## config.mk

```make
export PLATFORM = sky130hd
export DESIGN_NAME = modular_exponentiation
export DESIGN_NICKNAME = d
export VERILOG_FILES = /design/src/rtl/mexp_pkg.sv /design/src/rtl/modular_exponentiation.sv /design/src/rtl/mexp_cell.sv /design/src/rtl/mexp_chain.sv
export SDC_FILE = /design/constraint.sdc
export NUM_CORES = 1
export LEC_CHECK = 0
export ABC_AREA = 0
export ABC_CLOCK_PERIOD_IN_PS = 17700
export BUFFER_PORTS_ARGS = -buffer_cell sky130_fd_sc_hd__buf_2
export CAP_MARGIN = 0
export CORE_MARGIN = 1
export CORE_UTILIZATION = 55
export DETAILED_ROUTE_END_ITERATION = 10
export PLACE_DENSITY = 0.73
export SLEW_MARGIN = 20
export SYNTH_ARGS = -nofsm -noshare
export SYNTH_HDL_FRONTEND = slang
export SYNTH_SLANG_ARGS = --single-unit
```

## constraint.sdc

```tcl
create_clock -name clk -period 17.7 [get_ports clk]
set_input_delay 1.77 -clock clk [delete_from_list [all_inputs] [get_ports clk]]
set_output_delay 1.77 -clock clk [all_outputs]
set_load 0.05 [all_outputs]
```

## src/rtl/mexp_pkg.sv

```systemverilog
`timescale 1ns / 1ps
`default_nettype none

package mexp_pkg;

    // Configuration register indexes
    localparam logic CFG_MODULUS  = 1'b0;
    localparam logic CFG_EXPONENT = 1'b1;

    // Sequencer states
    typedef enum logic [1:0] {
        ST_IDLE,
        ST_MUL,
        ST_COMMIT,
        ST_DONE
    } state_t;

    // Per-cycle control shared by every cell of a chain
    typedef struct packed {
        logic clr;
        logic en;
        logic b_bit;
    } cell_ctrl_t;

    // Reduction choice fed back to every cell
    typedef struct packed {
        logic ge1;
        logic ge2;
    } cell_sel_t;

endpackage

`default_nettype wire

```

## src/rtl/modular_exponentiation.sv

```systemverilog
`timescale 1ns / 1ps
`default_nettype none
// One item at a time: in_ready rises in the same cycle as out_valid, and each item runs
// a reduction pass plus one pass per exponent bit up to its highest set bit (none for a
// zero exponent), each a run of two bit-serial multiplier cell chains (product and square
// side by side) followed by a commit state.
// Reset: rst_n asynchronous, active low; modulus resets to 2, exponent to 1, block idles.

module modular_exponentiation #(
    parameter int WIDTH = 32
) (
    input  wire logic               clk,
    input  wire logic               rst_n,
    input  wire logic               cfg_we,
    input  wire logic               cfg_index,
    input  wire logic [WIDTH-1:0]   cfg_data,
    input  wire logic               in_valid,
    output logic                    in_ready,
    input  wire logic [WIDTH-1:0]   message,
    output logic                    out_valid,
    input  wire logic               out_ready,
    output logic [WIDTH-1:0]        power_result
);

    localparam int CNW = $clog2(WIDTH);

    mexp_pkg::state_t state_reg, state_next;
    logic             pre_reg, pre_next;
    logic [CNW-1:0]   cnt_reg, cnt_next;
    logic [WIDTH-1:0] e_reg, e_next;
    logic [WIDTH-1:0] acc_reg, acc_next;
    logic [WIDTH-1:0] base_reg, base_next;
    logic [WIDTH-1:0] bsh_reg, bsh_next;
    logic [WIDTH-1:0] modulus_reg;
    logic [WIDTH-1:0] exponent_reg;
    logic             out_valid_reg, out_valid_next;
    logic [WIDTH-1:0] power_result_reg, power_result_next;

    logic             in_fire;
    logic             last_bit;
    logic             out_free;
    logic [WIDTH-1:0] e_shift;
    logic [WIDTH-1:0] sq_a;
    logic [WIDTH-1:0] p_prod;
    logic [WIDTH-1:0] s_prod;
    mexp_pkg::cell_ctrl_t ctrl;

    assign in_fire  = in_valid & in_ready;
    assign last_bit = (cnt_reg == CNW'(WIDTH - 1));
    assign out_free = ~out_valid_reg | out_ready;
    assign e_shift  = pre_reg ? e_reg : (e_reg >> 1);
    // First pass reduces the message as 1 * message
    assign sq_a     = pre_reg ? WIDTH'(1) : base_reg;

    // Configuration registers
    always_ff @(posedge clk or negedge rst_n)
    begin
        if (!rst_n)
        begin
            modulus_reg  <= WIDTH'(2);
            exponent_reg <= WIDTH'(1);
        end
        else if (cfg_we)
        begin
            unique case (cfg_index)
                mexp_pkg::CFG_MODULUS:  modulus_reg  <= cfg_data;
                mexp_pkg::CFG_EXPONENT: exponent_reg <= cfg_data;
                default:                ;
            endcase
        end
    end

    // Next state
    always_comb
    begin
        state_next = state_reg;
        unique case (state_reg)
            mexp_pkg::ST_IDLE:
                if (in_fire)
                    state_next = mexp_pkg::ST_MUL;
            mexp_pkg::ST_MUL:
                if (last_bit)
                    state_next = mexp_pkg::ST_COMMIT;
            mexp_pkg::ST_COMMIT:
                state_next = (e_shift == '0) ? mexp_pkg::ST_DONE : mexp_pkg::ST_MUL;
            mexp_pkg::ST_DONE:
                if (out_free)
                    state_next = mexp_pkg::ST_IDLE;
            default:
                state_next = mexp_pkg::ST_IDLE;
        endcase
    end

    // Outputs and datapath
    always_comb
    begin
        in_ready          = 1'b0;
        ctrl              = '0;
        ctrl.b_bit        = bsh_reg[WIDTH-1];
        pre_next          = pre_reg;
        cnt_next          = cnt_reg;
        e_next            = e_reg;
        acc_next          = acc_reg;
        base_next         = base_reg;
        bsh_next          = bsh_reg;
        out_valid_next    = out_valid_reg & ~out_ready;
        power_result_next = power_result_reg;
        unique case (state_reg)
            mexp_pkg::ST_IDLE:
            begin
                in_ready = 1'b1;
                if (in_fire)
                begin
                    ctrl.clr  = 1'b1;
                    pre_next  = 1'b1;
                    cnt_next  = '0;
                    e_next    = exponent_reg;
                    acc_next  = WIDTH'(1);
                    base_next = message;
                    bsh_next  = message;
                end
            end
            mexp_pkg::ST_MUL:
            begin
                ctrl.en  = 1'b1;
                bsh_next = bsh_reg << 1;
                cnt_next = cnt_reg + CNW'(1);
            end
            mexp_pkg::ST_COMMIT:
            begin
                ctrl.clr  = 1'b1;
                cnt_next  = '0;
                pre_next  = 1'b0;
                if (!pre_reg && e_reg[0])
                    acc_next = p_prod;
                base_next = s_prod;
                bsh_next  = s_prod;
                e_next    = e_shift;
            end
            mexp_pkg::ST_DONE:
            begin
                if (out_free)
                begin
                    out_valid_next    = 1'b1;
                    power_result_next = acc_reg;
                end
            end
            default:
                ;
        endcase
    end

    always_ff @(posedge clk or negedge rst_n)
    begin
        if (!rst_n)
        begin
            state_reg     <= mexp_pkg::ST_IDLE;
            pre_reg       <= 1'b0;
            cnt_reg       <= '0;
            out_valid_reg <= 1'b0;
        end
        else
        begin
            state_reg     <= state_next;
            pre_reg       <= pre_next;
            cnt_reg       <= cnt_next;
            out_valid_reg <= out_valid_next;
        end
    end

    always_ff @(posedge clk)
    begin
        e_reg            <= e_next;
        acc_reg          <= acc_next;
        base_reg         <= base_next;
        bsh_reg          <= bsh_next;
        power_result_reg <= power_result_next;
    end

    // Product chain: acc * base
    mexp_chain #(.WIDTH(WIDTH)) u_prod (
        .clk  (clk),
        .ctrl (ctrl),
        .a    (acc_reg),
        .n    (modulus_reg),
        .prod (p_prod)
    );

    // Square chain: base * base (1 * message in the reduction pass)
    mexp_chain #(.WIDTH(WIDTH)) u_square (
        .clk  (clk),
        .ctrl (ctrl),
        .a    (sq_a),
        .n    (modulus_reg),
        .prod (s_prod)
    );

    assign out_valid    = out_valid_reg;
    assign power_result = power_result_reg;

    // An accepted item always starts with the reduction pass
    a_start: assert property (@(posedge clk) disable iff (!rst_n)
        in_fire |=> (state_reg == mexp_pkg::ST_MUL) && pre_reg)
        else $error("accepted item did not start the reduction pass");

    // Exponent passes run only while exponent bits remain
    a_ebits: assert property (@(posedge clk) disable iff (!rst_n)
        (state_reg == mexp_pkg::ST_COMMIT && !pre_reg) |-> (e_reg != '0))
        else $error("multiply pass with an exhausted exponent");

    // A pass reaches the commit state only after its last bit count
    a_pass: assert property (@(posedge clk) disable iff (!rst_n)
        (state_reg == mexp_pkg::ST_COMMIT) |-> ($past(cnt_reg) == CNW'(WIDTH - 1)))
        else $error("multiply pass ended early");

    // A finished item lands in the free output register
    a_deliver: assert property (@(posedge clk) disable iff (!rst_n)
        (state_reg == mexp_pkg::ST_DONE && out_free) |=> out_valid_reg)
        else $error("finished item not presented");

endmodule

`default_nettype wire

```

## src/rtl/mexp_cell.sv

```systemverilog
`timescale 1ns / 1ps
`default_nettype none

module mexp_cell (
    input  wire logic                   clk,
    input  wire mexp_pkg::cell_ctrl_t   ctrl,
    input  wire mexp_pkg::cell_sel_t    sel,
    input  wire logic                   keep,
    input  wire logic                   a_bit,
    input  wire logic                   sh_bit,
    input  wire logic                   n_bit,
    input  wire logic                   n2_bit,
    input  wire logic                   c_in,
    input  wire logic                   bw1_in,
    input  wire logic                   bw2_in,
    output logic                        c_out,
    output logic                        bw1_out,
    output logic                        bw2_out,
    output logic                        acc_q
);

    logic acc_reg;
    logic acc_next;
    logic addend;
    logic s;
    logic d1;
    logic d2;

    // Form one bit of 2*acc + b*a, then of that sum minus n and minus 2n
    always_comb
    begin
        addend  = a_bit & ctrl.b_bit;
        s       = sh_bit ^ addend ^ c_in;
        c_out   = (sh_bit & addend) | (sh_bit & c_in) | (addend & c_in);
        d1      = s ^ n_bit ^ bw1_in;
        bw1_out = (~s & n_bit) | (~(s ^ n_bit) & bw1_in);
        d2      = s ^ n2_bit ^ bw2_in;
        bw2_out = (~s & n2_bit) | (~(s ^ n2_bit) & bw2_in);
    end

    // Clear, hold or pick the reduced bit
    always_comb
    begin
        if (ctrl.clr)
            acc_next = 1'b0;
        else if (ctrl.en)
        begin
            if (sel.ge2)
                acc_next = d2 & keep;
            else if (sel.ge1)
                acc_next = d1 & keep;
            else
                acc_next = s & keep;
        end
        else
            acc_next = acc_reg;
    end

    always_ff @(posedge clk)
    begin
        acc_reg <= acc_next;
    end

    assign acc_q = acc_reg;

endmodule

`default_nettype wire

```

## src/rtl/mexp_chain.sv

```systemverilog
`timescale 1ns / 1ps
`default_nettype none

module mexp_chain #(
    parameter int WIDTH = 32
) (
    input  wire logic                   clk,
    input  wire mexp_pkg::cell_ctrl_t   ctrl,
    input  wire logic [WIDTH-1:0]       a,
    input  wire logic [WIDTH-1:0]       n,
    output logic [WIDTH-1:0]            prod
);

    localparam int CW = WIDTH + 2;

    logic [CW-1:0] a_ext;
    logic [CW-1:0] n_ext;
    logic [CW-1:0] n2_ext;
    logic [CW-1:0] acc_q;
    logic [CW-1:0] sh_ext;
    logic [CW:0]   c;
    logic [CW:0]   bw1;
    logic [CW:0]   bw2;
    logic          n_zero;
    mexp_pkg::cell_sel_t sel;

    assign a_ext  = {2'b00, a};
    assign n_ext  = {2'b00, n};
    assign n2_ext = {1'b0, n, 1'b0};
    assign sh_ext = {acc_q[CW-2:0], 1'b0};
    assign c[0]   = 1'b0;
    assign bw1[0] = 1'b0;
    assign bw2[0] = 1'b0;
    assign n_zero = (n == '0);

    // Subtract n or 2n where the sum reaches them; a zero modulus just wraps
    assign sel.ge1 = ~n_zero & ~bw1[CW];
    assign sel.ge2 = ~n_zero & ~bw2[CW];

    // Row of bit cells, carries and borrows ripple upward
    for (genvar i = 0; i < CW; i++)
    begin : g_cell
        mexp_cell u_cell (
            .clk     (clk),
            .ctrl    (ctrl),
            .sel     (sel),
            .keep    (i < WIDTH),
            .a_bit   (a_ext[i]),
            .sh_bit  (sh_ext[i]),
            .n_bit   (n_ext[i]),
            .n2_bit  (n2_ext[i]),
            .c_in    (c[i]),
            .bw1_in  (bw1[i]),
            .bw2_in  (bw2[i]),
            .c_out   (c[i+1]),
            .bw1_out (bw1[i+1]),
            .bw2_out (bw2[i+1]),
            .acc_q   (acc_q[i])
        );
    end

    assign prod = acc_q[WIDTH-1:0];

endmodule

`default_nettype wire
```

==> summary.txt <==
top-level I/O count: 104
maximum clock skew at final layout: 11.7 ps
slew margin rel.: 26.7%
result of the run: completed
number of synthesized register bits: 297
combined buffer and inverter count along the critical path: 5
CTS tree: built
H-tree depth reported by CTS: 2
worst setup slack for register-to-register paths: 790 ps
number of standard-cell rows in the floorplan: 64
count of non-filler cells in the finished layout: 1935
number of antenna violations at the first check in global routing: 0
wire length of the first global-routing pass: 62500 um
antenna diode instance count: 0
remaining routing DRC violations: 0
startpoint types: flop
post-DR vias/cell: 5.82
cell area reported after detailed placement: 18300 um2
area inside the core boundary: 30900 um2
library cells used by synthesis: 45
sequential area share after synthesis: 45.4%
Critical-path top delay cell: sky130_fd_sc_hd__fa_1
type of the tightest min-delay check: flop to flop
clk buf depth: 3
total of endpoints with negative setup slack in the final report: 0
fraction of final layout cells sized beyond drive strength 1: 20.5%
clock root cell: sky130_fd_sc_hd__clkbuf_16
time the final worst path needs with I/O delays and setup: 16910 ps
area added between synthesis and finish: 11.3%
total nets after synthesis: 1711
Detailed Place HPWL: 26800 um
RSZ-0062 raised after global routing: false
TritonRoute pass-1 iters: 5
Util after Layout: 62.8%
via total after detailed routing: 11.3k
initial detailed-routing violation count: 957
crit share post-route: 95.5%
Fin Setup TNS: 0 ps
number of sinks on the clock net: 297
data arrival time of the critical path: 17240 ps
total CTS buffers: 34
routed len/inst: 19.8 um
chip height: 180 um
Highest Clock Rate: 0.0592 GHz
largest net degree at the start of global routing: 95
# nets final: 1782
number of endpoints with negative hold slack in the final report: 0
slowest stage delay, CP: 560 ps
Synth Warn #: 0
max-slew violations: 0
die extent in x: 180 um
most frequent CP cell: sky130_fd_sc_hd__fa_1
Post-synth top flop: sky130_fd_sc_hd__edfxtp_1
combined area of all synthesized cells: 17400 um2
highest net fanout along the worst path: 30
number of global-route vias before repair: 11.4k
proportion of register bits with asynchronous set or reset after synthesis: 24.6%
GRT Overall Usage: 24.6%
average cell area after synthesis: 12.1 um2
number of port buffers: 103
count of flip-flops with a built-in enable after synthesis: 160
worst-skew pair later-pin latency: 520 ps
cell count after synthesis: 1442
largest delay contributor family on the critical path: adder cells
count of placed standard cells including taps: 1871
weighted congestion reported at the end of routability-driven placement: 0.840
number of nets still failing antenna checks after routing: 0
post-route cell area: 19400 um2
slew at the pin closest to its max-slew limit: 1070 ps
crit path capture type: flop
Max Cap Viol: 0
clock slew at the register clock pins of the worst setup and hold paths: 60 ps
global route total overflow: 0
initial core utilization: 56.4%
Worst Path Required: 18040 ps
Die Area: 32400 um2
type of the worst setup path: flop to flop
final wirelength: 38300 um
CTS hold repair buffers: 0
final cells by class:
cell class              instances  area (um2)
fillers                      2405       11500
multi-input cells             878        8520
flip-flops and latches        297        7920
clock buffers                  49         995
repair buffers                124         713
inverters                     178         668
well taps                     396         495
clock inverters                13        91.3
layout by cell type, fill, tap and decap left out, types with 19 or more instances in the layout:
cell                        instances
sky130_fd_sc_hd__buf_4             19
sky130_fd_sc_hd__o21ai_0          104
sky130_fd_sc_hd__a221oi_2          60
sky130_fd_sc_hd__mux2i_1           32
sky130_fd_sc_hd__buf_2            103
sky130_fd_sc_hd__nor2_1            92
sky130_fd_sc_hd__dfrtp_1           70
sky130_fd_sc_hd__a22oi_1           31
sky130_fd_sc_hd__a21oi_1           64
sky130_fd_sc_hd__clkbuf_16         37
sky130_fd_sc_hd__o22ai_1           62
sky130_fd_sc_hd__edfxtp_1         160
sky130_fd_sc_hd__fa_1             182
sky130_fd_sc_hd__dfxtp_1           64
sky130_fd_sc_hd__nand2_1          101
sky130_fd_sc_hd__inv_1            178
sky130_fd_sc_hd__mux2_2            64
logic make-up after synthesis:
logic type | Yosys count | synth area share, %
AOI/OAI and AO/OA | 341 | 14.4
adders and majority gates | 199 | 22.1
buffers and inverters | 267 | 6.21
DFF | 297 | 45.4
muxes | 96 | 5.97
and+or+nand+nor | 242 | 5.92
worst paths after layout:
path                                                   end  depth (start not counted)       start
setup reg to reg           u_square.g_cell[8].u_cell.acc_q                         43     pre_reg
hold reg to reg                            power_result[1]                          0  acc_reg[1]
hold / removal                             power_result[1]                          0  acc_reg[1]
min in group asynchronous                       cnt_reg[0]                          2       rst_n
max in group asynchronous                  modulus_reg[31]                          2       rst_n
setup / recovery           u_square.g_cell[8].u_cell.acc_q                         43     pre_reg
cell usage after synthesis (all sizes together) (2+ instances only):
master    n  share of area, %
a21oi    67               1.9
a221oi   62               5.3
a22o      2              0.10
a22oi    31               1.3
a31oi     2             0.072
and2      5              0.18
buf      36               1.2
clkbuf   53               1.1
dfrtp    71                10
dfstp     2              0.30
dfxtp    64               7.4
edfxtp  160                28
fa      182                21
ha       17               1.2
inv     178               3.8
mux2     64               4.1
mux2i    32               1.8
nand2   101               2.2
nand2b    6              0.22
nand3     6              0.17
nand4     3              0.11
nor2     93               2.0
nor2b     4              0.14
nor3      2             0.057
nor3b     2             0.086
nor4     14              0.50
o21a      2             0.086
o21ai   107               3.1
o21bai    2             0.086
o22ai    62               2.2
or3       2             0.072
through the flow:
| stage | hold slack, ps | worst slack (ps) |
|---|---|---|
| finish | 445 | 795 |
| global placement | 432 | 931 |
| CTS | 440 | 575 |
| global route | 454 | 94.3 |
| floorplan | 418 | 1780 |
| detailed placement | 427 | 662 |
metal layers:
layer	wire length (um)	GRT usage (%)	vias to the layer above
met2	17700	38.0	364
met3	2270	3.56	63
li1	-	-	5171
met5	0	0	-
met4	1250	8.82	0
met1	17100	35.8	5659
timing repair:
item                                    CTS  global route
buffers inserted                          0             0
endpoints found under the setup margin    0            23
resized for setup                         0             1
Power is not shown: default switching activity piles up to over one toggle a cycle in this logic, so the estimate is an artifact.
